File: config.mk
export PLATFORM = sky130hd
export DESIGN_NAME = arp_neighbor_table_learn_flat
export DESIGN_NICKNAME = d
export VERILOG_FILES = /design/src/hw/rtl/arp_ntl_pkg.sv /design/src/hw/rtl/arp_ntl_ifs.sv /design/src/hw/rtl/arp_ntl_ram.sv /design/src/hw/rtl/arp_ntl_match.sv /design/src/hw/rtl/arp_ntl_ctrl.sv /design/src/hw/rtl/arp_neighbor_table_learn.sv /design/src/flat_wrapper.sv
export VERILOG_INCLUDE_DIRS = /design/src /design/src/hw/rtl
export SDC_FILE = /design/constraint.sdc
export NUM_CORES = 1
export LEC_CHECK = 0
export BUFFER_PORTS_ARGS = -buffer_cell sky130_fd_sc_hd__buf_2
export CELL_PAD_IN_SITES_DETAIL_PLACEMENT = 0
export CELL_PAD_IN_SITES_GLOBAL_PLACEMENT = 2
export CORE_ASPECT_RATIO = 0.7
export CORE_MARGIN = 5
export CORE_UTILIZATION = 46
export CTS_CLUSTER_SIZE = 40
export DETAILED_ROUTE_END_ITERATION = 8
export GPL_TIMING_DRIVEN = 0
export PLACE_DENSITY_LB_ADDON = 0.1
export REMOVE_ABC_BUFFERS = 1
export SLEW_MARGIN = 20
export SYNTH_ARGS = -nofsm -noshare
export SYNTH_HDL_FRONTEND = slang
export SYNTH_SLANG_ARGS = --single-unit
export TNS_END_PERCENT = 1
File: constraint.sdc
create_clock -name clk -period 8.9 [get_ports clk]
set_input_delay 0.445 -clock clk [delete_from_list [all_inputs] [get_ports clk]]
set_output_delay 0.445 -clock clk [all_outputs]
set_load 0.01 [all_outputs]
File: src/hw/rtl/arp_neighbor_table_learn_macros.svh
// ----------------------------------------------------------------------------
// ARP neighbor table assertion macros
// Shared concurrent assertion forms for the neighbor table learn block.
// ----------------------------------------------------------------------------
`ifndef ARP_NEIGHBOR_TABLE_LEARN_MACROS_SVH
`define ARP_NEIGHBOR_TABLE_LEARN_MACROS_SVH

// Same-cycle implication, checked outside reset.
`define ANTL_ASSERT_NOW(label, clk, rst_n, ante, cons, msg) \
  label: assert property (@(posedge clk) disable iff (!rst_n) (ante) |-> (cons)) \
    else $error(msg);

// Next-cycle implication, checked outside reset.
`define ANTL_ASSERT_NEXT(label, clk, rst_n, ante, cons, msg) \
  label: assert property (@(posedge clk) disable iff (!rst_n) (ante) |=> (cons)) \
    else $error(msg);

`endif

File: src/hw/rtl/arp_ntl_pkg.sv
// ----------------------------------------------------------------------------
// ARP neighbor table package
// Widths, status codes, sequencer states and shared types.
// ----------------------------------------------------------------------------
package arp_ntl_pkg;

  localparam int unsigned TABLE_ENTRIES_DEF = 16;
  localparam int unsigned IP_W              = 32;
  localparam int unsigned MAC_W             = 48;
  localparam int unsigned STATUS_W          = 3;

  localparam logic [7:0]       OCTET_ONES = 8'hff;
  localparam logic [MAC_W-1:0] MAC_ONES   = {6{OCTET_ONES}};

  typedef enum logic [STATUS_W-1:0] {
    ST_IGNORED   = 3'd0,
    ST_UNCHANGED = 3'd1,
    ST_UPDATED   = 3'd2,
    ST_ADDED     = 3'd3,
    ST_FULL      = 3'd4
  } status_t;

  typedef enum logic [1:0] {
    S_IDLE,
    S_CHECK,
    S_SCAN,
    S_DONE
  } ctrl_state_t;

  typedef struct packed {
    logic sender_bad;
    logic ip_eq;
    logic mac_eq;
  } match_res_t;

endpackage

File: src/hw/rtl/arp_ntl_ifs.sv
// ----------------------------------------------------------------------------
// ARP neighbor table channel interfaces
// Valid/ready channels for learned senders and learn results.
// ----------------------------------------------------------------------------
interface arp_ntl_in_if;
  logic                           valid;
  logic                           ready;
  logic [arp_ntl_pkg::IP_W-1:0]   sender_ip;
  logic [arp_ntl_pkg::MAC_W-1:0]  sender_mac;

  modport source (output valid, output sender_ip, output sender_mac, input ready);
  modport sink (input valid, input sender_ip, input sender_mac, output ready);
endinterface

interface arp_ntl_out_if;
  logic                              valid;
  logic                              ready;
  logic [arp_ntl_pkg::STATUS_W-1:0]  learn_status;

  modport source (output valid, output learn_status, input ready);
  modport sink (input valid, input learn_status, output ready);
endinterface

File: src/hw/rtl/arp_ntl_ram.sv
// ----------------------------------------------------------------------------
// Generic RAM
// One write port and one read port with registered read data.
// ----------------------------------------------------------------------------
module arp_ntl_ram #(
  parameter int unsigned WIDTH = 8,
  parameter int unsigned DEPTH = 16,
  localparam int unsigned AW = (DEPTH > 1) ? $clog2(DEPTH) : 1
) (
  input  logic             clk,
  input  logic             we,
  input  logic [AW-1:0]    waddr,
  input  logic [WIDTH-1:0] wdata,
  input  logic             re,
  input  logic [AW-1:0]    raddr,
  output logic [WIDTH-1:0] rdata
);

  logic [WIDTH-1:0] mem_r [DEPTH];
  logic [WIDTH-1:0] rdata_r;

  always_ff @(posedge clk) begin
    if (we) begin
      mem_r[waddr] <= wdata;
    end
    if (re) begin
      rdata_r <= mem_r[raddr];
    end
  end

  assign rdata = rdata_r;

endmodule

File: src/hw/rtl/arp_ntl_match.sv
// ----------------------------------------------------------------------------
// ARP neighbor table compare unit
// Checks the sender and compares it against one table entry per cycle.
// ----------------------------------------------------------------------------
module arp_ntl_match (
  input  logic [arp_ntl_pkg::IP_W-1:0]  item_ip,
  input  logic [arp_ntl_pkg::MAC_W-1:0] item_mac,
  input  logic [arp_ntl_pkg::IP_W-1:0]  entry_ip,
  input  logic [arp_ntl_pkg::MAC_W-1:0] entry_mac,
  output arp_ntl_pkg::match_res_t       res
);

  always_comb begin
    res.sender_bad = (item_ip == '0) || (item_mac == '0) ||
                     (item_mac == arp_ntl_pkg::MAC_ONES);
    res.ip_eq      = (entry_ip == item_ip);
    res.mac_eq     = (entry_mac == item_mac);
  end

endmodule

File: src/hw/rtl/arp_ntl_ctrl.sv
// ----------------------------------------------------------------------------
// ARP neighbor table sequencer
// Walks the table in index order, tracks the first free entry and valid marks.
// ----------------------------------------------------------------------------
module arp_ntl_ctrl #(
  parameter int unsigned TABLE_ENTRIES = arp_ntl_pkg::TABLE_ENTRIES_DEF,
  localparam int unsigned IDX_W = (TABLE_ENTRIES > 1) ? $clog2(TABLE_ENTRIES) : 1,
  localparam int unsigned CNT_W = $clog2(TABLE_ENTRIES + 1)
) (
  input  logic                      clk,
  input  logic                      rst_n,
  input  logic                      in_fire,
  output logic                      in_ready,
  input  arp_ntl_pkg::match_res_t   match,
  output logic                      rd_en,
  output logic [IDX_W-1:0]          rd_addr,
  output logic                      wr_en,
  output logic [IDX_W-1:0]          wr_addr,
  output logic                      res_vld,
  output arp_ntl_pkg::status_t      res_status,
  input  logic                      res_ready
);

  arp_ntl_pkg::ctrl_state_t state_r, state_nxt;
  arp_ntl_pkg::status_t     status_r, status_nxt;
  logic [CNT_W-1:0]         issue_cnt_r, issue_cnt_nxt;
  logic                     cmp_vld_r, cmp_vld_nxt;
  logic [IDX_W-1:0]         cmp_idx_r, cmp_idx_nxt;
  logic                     have_free_r, have_free_nxt;
  logic [IDX_W-1:0]         free_idx_r, free_idx_nxt;
  logic [TABLE_ENTRIES-1:0] valid_r;
  logic                     set_valid;
  logic [IDX_W-1:0]         issue_idx;
  logic                     issue_more;

  assign issue_idx  = issue_cnt_r[IDX_W-1:0];
  assign issue_more = (issue_cnt_r != CNT_W'(TABLE_ENTRIES));

  always_ff @(posedge clk) begin
    if (!rst_n) begin
      state_r     <= arp_ntl_pkg::S_IDLE;
      status_r    <= arp_ntl_pkg::ST_IGNORED;
      issue_cnt_r <= '0;
      cmp_vld_r   <= 1'b0;
      cmp_idx_r   <= '0;
      have_free_r <= 1'b0;
      free_idx_r  <= '0;
      valid_r     <= '0;
    end else begin
      state_r     <= state_nxt;
      status_r    <= status_nxt;
      issue_cnt_r <= issue_cnt_nxt;
      cmp_vld_r   <= cmp_vld_nxt;
      cmp_idx_r   <= cmp_idx_nxt;
      have_free_r <= have_free_nxt;
      free_idx_r  <= free_idx_nxt;
      if (set_valid) begin
        valid_r[free_idx_r] <= 1'b1;
      end
    end
  end

  always_comb begin
    state_nxt     = state_r;
    status_nxt    = status_r;
    issue_cnt_nxt = issue_cnt_r;
    cmp_vld_nxt   = cmp_vld_r;
    cmp_idx_nxt   = cmp_idx_r;
    have_free_nxt = have_free_r;
    free_idx_nxt  = free_idx_r;
    in_ready      = 1'b0;
    rd_en         = 1'b0;
    rd_addr       = issue_idx;
    wr_en         = 1'b0;
    wr_addr       = cmp_idx_r;
    set_valid     = 1'b0;
    res_vld       = 1'b0;
    unique case (state_r)
      arp_ntl_pkg::S_IDLE: begin
        in_ready = 1'b1;
        if (in_fire) begin
          state_nxt = arp_ntl_pkg::S_CHECK;
        end
      end
      arp_ntl_pkg::S_CHECK: begin
        if (match.sender_bad) begin
          status_nxt = arp_ntl_pkg::ST_IGNORED;
          state_nxt  = arp_ntl_pkg::S_DONE;
        end else begin
          issue_cnt_nxt = '0;
          have_free_nxt = 1'b0;
          cmp_vld_nxt   = 1'b0;
          state_nxt     = arp_ntl_pkg::S_SCAN;
        end
      end
      arp_ntl_pkg::S_SCAN: begin
        cmp_vld_nxt = 1'b0;
        if (cmp_vld_r && match.ip_eq) begin
          if (match.mac_eq) begin
            status_nxt = arp_ntl_pkg::ST_UNCHANGED;
          end else begin
            wr_en      = 1'b1;
            wr_addr    = cmp_idx_r;
            status_nxt = arp_ntl_pkg::ST_UPDATED;
          end
          state_nxt = arp_ntl_pkg::S_DONE;
        end else if (issue_more) begin
          rd_en         = 1'b1;
          cmp_vld_nxt   = valid_r[issue_idx];
          cmp_idx_nxt   = issue_idx;
          issue_cnt_nxt = issue_cnt_r + 1'b1;
          if (!valid_r[issue_idx] && !have_free_r) begin
            have_free_nxt = 1'b1;
            free_idx_nxt  = issue_idx;
          end
        end else begin
          if (have_free_r) begin
            wr_en      = 1'b1;
            wr_addr    = free_idx_r;
            set_valid  = 1'b1;
            status_nxt = arp_ntl_pkg::ST_ADDED;
          end else begin
            status_nxt = arp_ntl_pkg::ST_FULL;
          end
          state_nxt = arp_ntl_pkg::S_DONE;
        end
      end
      arp_ntl_pkg::S_DONE: begin
        res_vld = 1'b1;
        if (res_ready) begin
          state_nxt = arp_ntl_pkg::S_IDLE;
        end
      end
      default: begin
        state_nxt = arp_ntl_pkg::S_IDLE;
      end
    endcase
  end

  assign res_status = status_r;

endmodule

File: src/hw/rtl/arp_neighbor_table_learn.sv
// ----------------------------------------------------------------------------
// ARP neighbor table, learn path
// Learns (IPv4, MAC) senders into a fixed table with no eviction.
// ----------------------------------------------------------------------------
// Each beat on in_chan carries one sender IP and MAC; each beat on out_chan
// carries one learn status (ignored, unchanged, updated, added, table full).
// The table sits in a single-port-write RAM with a registered read port, so
// the sequencer reads one entry per cycle and a shared compare unit checks it
// in the following cycle. Valid marks are flip-flops cleared at reset, so the
// table is usable as soon as reset ends, with no clearing pass. An ignored
// sender goes from the check state straight to the done state with no scan.
// A scan reads the entries in index order, bounded by the one read per cycle
// of the table RAM; a match ends the scan early. The block takes one sender
// at a time. A finished result moves into the output register and the next
// sender can be accepted while it waits; if the receiver stalls longer, the
// following result holds the block busy.
// ----------------------------------------------------------------------------
`include "arp_neighbor_table_learn_macros.svh"

module arp_neighbor_table_learn #(
  parameter int unsigned TABLE_ENTRIES = arp_ntl_pkg::TABLE_ENTRIES_DEF
) (
  input  logic          clk,
  input  logic          rst_n,
  arp_ntl_in_if.sink    in_chan,
  arp_ntl_out_if.source out_chan
);

  localparam int unsigned IDX_W = (TABLE_ENTRIES > 1) ? $clog2(TABLE_ENTRIES) : 1;
  localparam int unsigned ENT_W = arp_ntl_pkg::IP_W + arp_ntl_pkg::MAC_W;

  logic [arp_ntl_pkg::IP_W-1:0]  item_ip_r;
  logic [arp_ntl_pkg::MAC_W-1:0] item_mac_r;
  logic                          in_ready;
  logic                          in_fire;
  arp_ntl_pkg::match_res_t       match;
  logic                          rd_en;
  logic [IDX_W-1:0]              rd_addr;
  logic                          wr_en;
  logic [IDX_W-1:0]              wr_addr;
  logic [ENT_W-1:0]              rd_data;
  logic                          res_vld;
  arp_ntl_pkg::status_t          res_status;
  logic                          res_ready;
  logic                          out_valid_r;
  arp_ntl_pkg::status_t          out_status_r;

  assign in_chan.ready = in_ready;
  assign in_fire       = in_chan.valid && in_ready;

  always_ff @(posedge clk) begin
    if (in_fire) begin
      item_ip_r  <= in_chan.sender_ip;
      item_mac_r <= in_chan.sender_mac;
    end
  end

  arp_ntl_ram #(
    .WIDTH (ENT_W),
    .DEPTH (TABLE_ENTRIES)
  ) u_table (
    .clk   (clk),
    .we    (wr_en),
    .waddr (wr_addr),
    .wdata ({item_ip_r, item_mac_r}),
    .re    (rd_en),
    .raddr (rd_addr),
    .rdata (rd_data)
  );

  arp_ntl_match u_match (
    .item_ip   (item_ip_r),
    .item_mac  (item_mac_r),
    .entry_ip  (rd_data[ENT_W-1:arp_ntl_pkg::MAC_W]),
    .entry_mac (rd_data[arp_ntl_pkg::MAC_W-1:0]),
    .res       (match)
  );

  arp_ntl_ctrl #(
    .TABLE_ENTRIES (TABLE_ENTRIES)
  ) u_ctrl (
    .clk        (clk),
    .rst_n      (rst_n),
    .in_fire    (in_fire),
    .in_ready   (in_ready),
    .match      (match),
    .rd_en      (rd_en),
    .rd_addr    (rd_addr),
    .wr_en      (wr_en),
    .wr_addr    (wr_addr),
    .res_vld    (res_vld),
    .res_status (res_status),
    .res_ready  (res_ready)
  );

  assign res_ready = !out_valid_r || out_chan.ready;

  always_ff @(posedge clk) begin
    if (!rst_n) begin
      out_valid_r <= 1'b0;
    end else if (res_ready) begin
      out_valid_r <= res_vld;
    end
  end

  always_ff @(posedge clk) begin
    if (res_vld && res_ready) begin
      out_status_r <= res_status;
    end
  end

  assign out_chan.valid        = out_valid_r;
  assign out_chan.learn_status = out_status_r;

  `ANTL_ASSERT_NEXT(a_busy_after_accept, clk, rst_n, in_fire, !in_ready,
    "block still ready the cycle after accepting a beat")
  `ANTL_ASSERT_NOW(a_no_result_while_open, clk, rst_n, res_vld, !in_ready,
    "result offered while the block is open for input")
  `ANTL_ASSERT_NEXT(a_result_loaded, clk, rst_n, res_vld && res_ready,
    out_valid_r && (out_status_r == $past(res_status)),
    "finished result not loaded into the output register")

endmodule

File: src/flat_wrapper.sv
// flat-port wrapper written by rule: the top's interface ports become plain ports
module arp_neighbor_table_learn_flat 
#(
  parameter int unsigned TABLE_ENTRIES = arp_ntl_pkg::TABLE_ENTRIES_DEF
)
  (clk, rst_n, in_chan_valid, in_chan_sender_ip, in_chan_sender_mac, in_chan_ready, out_chan_valid, out_chan_learn_status, out_chan_ready);
  arp_ntl_in_if in_chan_i ();
  arp_ntl_out_if out_chan_i ();
  input  logic clk;
  input  logic rst_n;
  input wire logic [$bits(in_chan_i.valid)-1:0] in_chan_valid;
  input wire logic [$bits(in_chan_i.sender_ip)-1:0] in_chan_sender_ip;
  input wire logic [$bits(in_chan_i.sender_mac)-1:0] in_chan_sender_mac;
  output wire logic [$bits(in_chan_i.ready)-1:0] in_chan_ready;
  output wire logic [$bits(out_chan_i.valid)-1:0] out_chan_valid;
  output wire logic [$bits(out_chan_i.learn_status)-1:0] out_chan_learn_status;
  input wire logic [$bits(out_chan_i.ready)-1:0] out_chan_ready;
  assign in_chan_i.valid = in_chan_valid;
  assign in_chan_i.sender_ip = in_chan_sender_ip;
  assign in_chan_i.sender_mac = in_chan_sender_mac;
  assign in_chan_ready = in_chan_i.ready;
  assign out_chan_valid = out_chan_i.valid;
  assign out_chan_learn_status = out_chan_i.learn_status;
  assign out_chan_i.ready = out_chan_ready;
  arp_neighbor_table_learn #(.TABLE_ENTRIES(TABLE_ENTRIES)) u_core (.clk(clk), .rst_n(rst_n), .in_chan(in_chan_i), .out_chan(out_chan_i));
endmodule
==> key figures <==
Synthesis
  • Mapped Area: 0.0559 sq mm
  • Top-count cell post-synth: edfxtp_1
  • Ys flop type: edfxtp_1
  • Post-Syn Instances: 2316
  • Ys Warns: 0
  • Number of synthesized flops with an enable pin: 1443
  • Top cell type's share of synthesized area: 0.775
  • Sequential fraction of the synthesis area: 0.788
  • Netlist cell types: 52
  • Ranking of synthesized cells by area: edfxtp_1 (78%), mux4_2 (16%), dfxtp_1 (1.3%)
  • Post-Syn Area per Cell: 24.1 sq um
  • Synthesis-stage register bit count: 1480
  • Post-synth top cells: edfxtp_1 (1443), mux4_2 (405), xor2_1 (52)
  • Cell taking the most area after synthesis: edfxtp_1
  • Async SR Flop Fraction: 0

Setup path
  • CP Max Fanout: 19
  • Startpoint Class: register
  • R2R cell count: 15
  • Reg2Reg Capture Point: u_core.u_table.mem_r[14][10]$_DFFE_PP_
  • Worst EP required: 9.35 ns
  • Worst Setup Path Type: reg2reg
  • CP endpoint kind: register
  • Crit path DAT: 6.56 ns
  • CP most frequent cell: buf_4
  • Worst Setup SP: u_core.item_ip_r[8]$_DFFE_PP_
  • Reg2Reg Setup Slack: 2.78 ns
  • FF-to-FF Start: u_core.item_ip_r[8]$_DFFE_PP_
  • Max incr delay on CP: 0.69 ns
  • CP cell instances: xnor2_1 > nand4_1 > nor4_1 > nand3_1 > and3_1 > mux2i_2 > nor3_2 > buf_4 > buf_6 > buf_4 > buf_4 > buf_4 > buf_4 > buf_4 > buf_4
  • Worst path slowest cell: and3_1

CTS
  • Setup bufs post-CTS: 0
  • Clk root buf: clkbuf_16
  • Clock Latency Late Sink: 0.76 ns
  • CTS buffer count: 141
  • CTS Sinks: 1480
  • Reg clk slew, reported paths: 0.06 ns
  • Hold Buf Count CTS: 81
  • CTS tree: built
  • # resized after CTS: 0
  • CTS Buffer Depth: 3
  • Htree depth: 4

STA
  • Max-Slew Margin vs Limit: 0.203
  • Final hold violation count: 0
  • Fin. max-slew vios: 0
  • Fin crit period: 6.12 ns
  • Max Freq: 163 MHz
  • Final worst path period share: 0.687
  • Worst Hold Slack: 0.101 ns
  • RSZ-0062 raised after global routing: no
  • Final setup fails: 0
  • Setup ws final: 2.78 ns
  • Setup Skew: 0.0378 ns
  • Setup TNS: 0 ns
  • Worst-Margin Slew: 1.18 ns

Finish
  • Post-Layout Cell Count: 4557
  • P&R area growth vs syn: 18.3%
  • Share of layout cells above drive strength 1: 0.348
  • Fin nets: 2901

Die
  • Top Ports: 89
  • Area of the core: 0.121 sq mm
  • Starting Density: 0.461
  • DIE WIDTH: 427 um
  • Row Count: 107
  • Die ar.: 0.129 sq mm
  • Die Height: 302 um

Pwr
  • PD cells: 236 mW/mm^2
  • Leak: 20.8 nW
  • Max IR drop VDD: 0.180 mV

Placement
  • DP HPWL: 88100 um
  • Pre-CTS setup slack: 2.72 ns
  • Port bufs: 88
  • GP Congestion: 0.691
  • Placed Instances: 4222

Drt
  • DR iter-0 viols: 2639
  • Total wire length: 132000 um
  • Routed WL per cell: 29.0 um
  • Post-route ant nets: 0
  • Vias after detailed routing: 26000
  • Via density: 5.70
  • Drt pass-1 iters: 5
  • Post-route DRC: 0

Min path
  • Hold path start: rst_n
  • Min-delay worst type: in2reg
  • Hold path depth: 2
  • Hold Path End: u_core.u_ctrl.state_r[0]$_SDFFE_PN0P_

Global route
  • GRT Residual Overflow: 0
  • Largest net degree at the start of global routing: 56
  • Global-route wire length before repair: 192000 um
  • Total track usage: 0.209
  • Initial antenna violation count: 1
  • Vias in the first global route: 26800

Run status
  • Outcome: finished, final reports clean

Job
  • Max-Cap Viols: 0
-- cell families after synthesis --
family / count (synthesis) / synth area share
and+or+nand+nor: 167 / 0.0168
buffers and inverters: 117 / 0.00933
DFF: 1480 / 0.788
adders and majority gates: 6 / 0.00134
muxes: 420 / 0.166
AOI/OAI and AO/OA: 46 / 0.00555
xor gates and xnor gates: 80 / 0.0125
-- area by class of cell --
class	instances	area (sq um)
antenna	1	2.50
clock buffer	172	3790
clock inverter	81	644
fill	9108	55000
inverter	14	67.6
multi-input combinational	719	11400
sequential	1480	44100
tap	1635	2050
timing repair buffer	455	4070
-- worst max-delay path by stage --
stage | depth (start not counted) | to
finish | 15 | u_core.u_table.mem_r[14][10]$_DFFE_PP_
global route | 15 | u_core.u_table.mem_r[14][10]$_DFFE_PP_
CTS | 15 | u_core.u_table.mem_r[14][2]$_DFFE_PP_
detailed placement | 15 | u_core.u_table.mem_r[14][6]$_DFFE_PP_
global placement | 7 | u_core.u_table.mem_r[15][6]$_DFFE_PP_
floorplan | 7 | u_core.u_table.mem_r[11][0]$_DFFE_PP_
-- critical path: cells and delay by family (launching register included) --
kind	cells	cell delay (ns)
simple gates	5	2.58
buf+inv	8	1.61
xor+xnor	1	0.50
mux	1	0.39
flops	1	0.67
-- routing by layer --
layer  wire length (um)  vias to the layer above  global-route usage
li1                   -                    11000                   -
met1              59700                    14100               0.313
met2              62000                      755               0.319
met3               7510                      171              0.0401
met4               2820                        0              0.0566
met5                  0                        -                   0
-- placed cells by master, fill, tap and decap left out, types with 17 or more instances in the layout --
master and count:
clkinv_1 30, edfxtp_1 1443, buf_2 89, nand2_1 17, buf_4 210, nor4_1 33
xnor2_1 28, clkinv_2 28, clkbuf_1 24, buf_16 18, dlygate4sd3_1 81, nor3_2 17
clkbuf_16 148, mux4_2 405, dfxtp_1 34, nand4_1 32, buf_6 46, nor2_1 26
xor2_1 52
-- power breakdown --
group	switching (W)	internal (W)
clock	0.00254	0.00329
combinational	0.000567	0.000440
sequential	0.000501	0.00824
total	0.00361	0.0120
-- per-stage QoR --
stage,instance area (sq um),power [W],util
final,66100,0.0156,0.546
after global routing,66100,0.0162,0.546
after CTS,66100,0.0158,0.546
after detailed placement,60900,0.00990,0.503
after global placement,57900,0.0101,0.478
after floorplan,55400,0.00943,-
-- flip-flops by register name (all words and copies together), names as in the netlist --
name	cells
u_core.u_table.rdata	80
u_core.u_ctrl.cmp_idx_r	4
u_core.item_ip_r	32
u_core.u_ctrl.state_r	2
u_core.out_chan.learn_status	3
u_core.u_table.mem_r	1280
u_core.u_ctrl.free_idx_r	4
u_core.u_ctrl.have_free_r	1
u_core.item_mac_r	48
u_core.u_ctrl.cmp_vld_r	1
u_core.out_chan.valid	1
u_core.u_ctrl.issue_cnt_r	5
u_core.u_ctrl.res_status	3
u_core.u_ctrl.valid_r	16
Note: power is estimated with default switching activity, not from simulation.
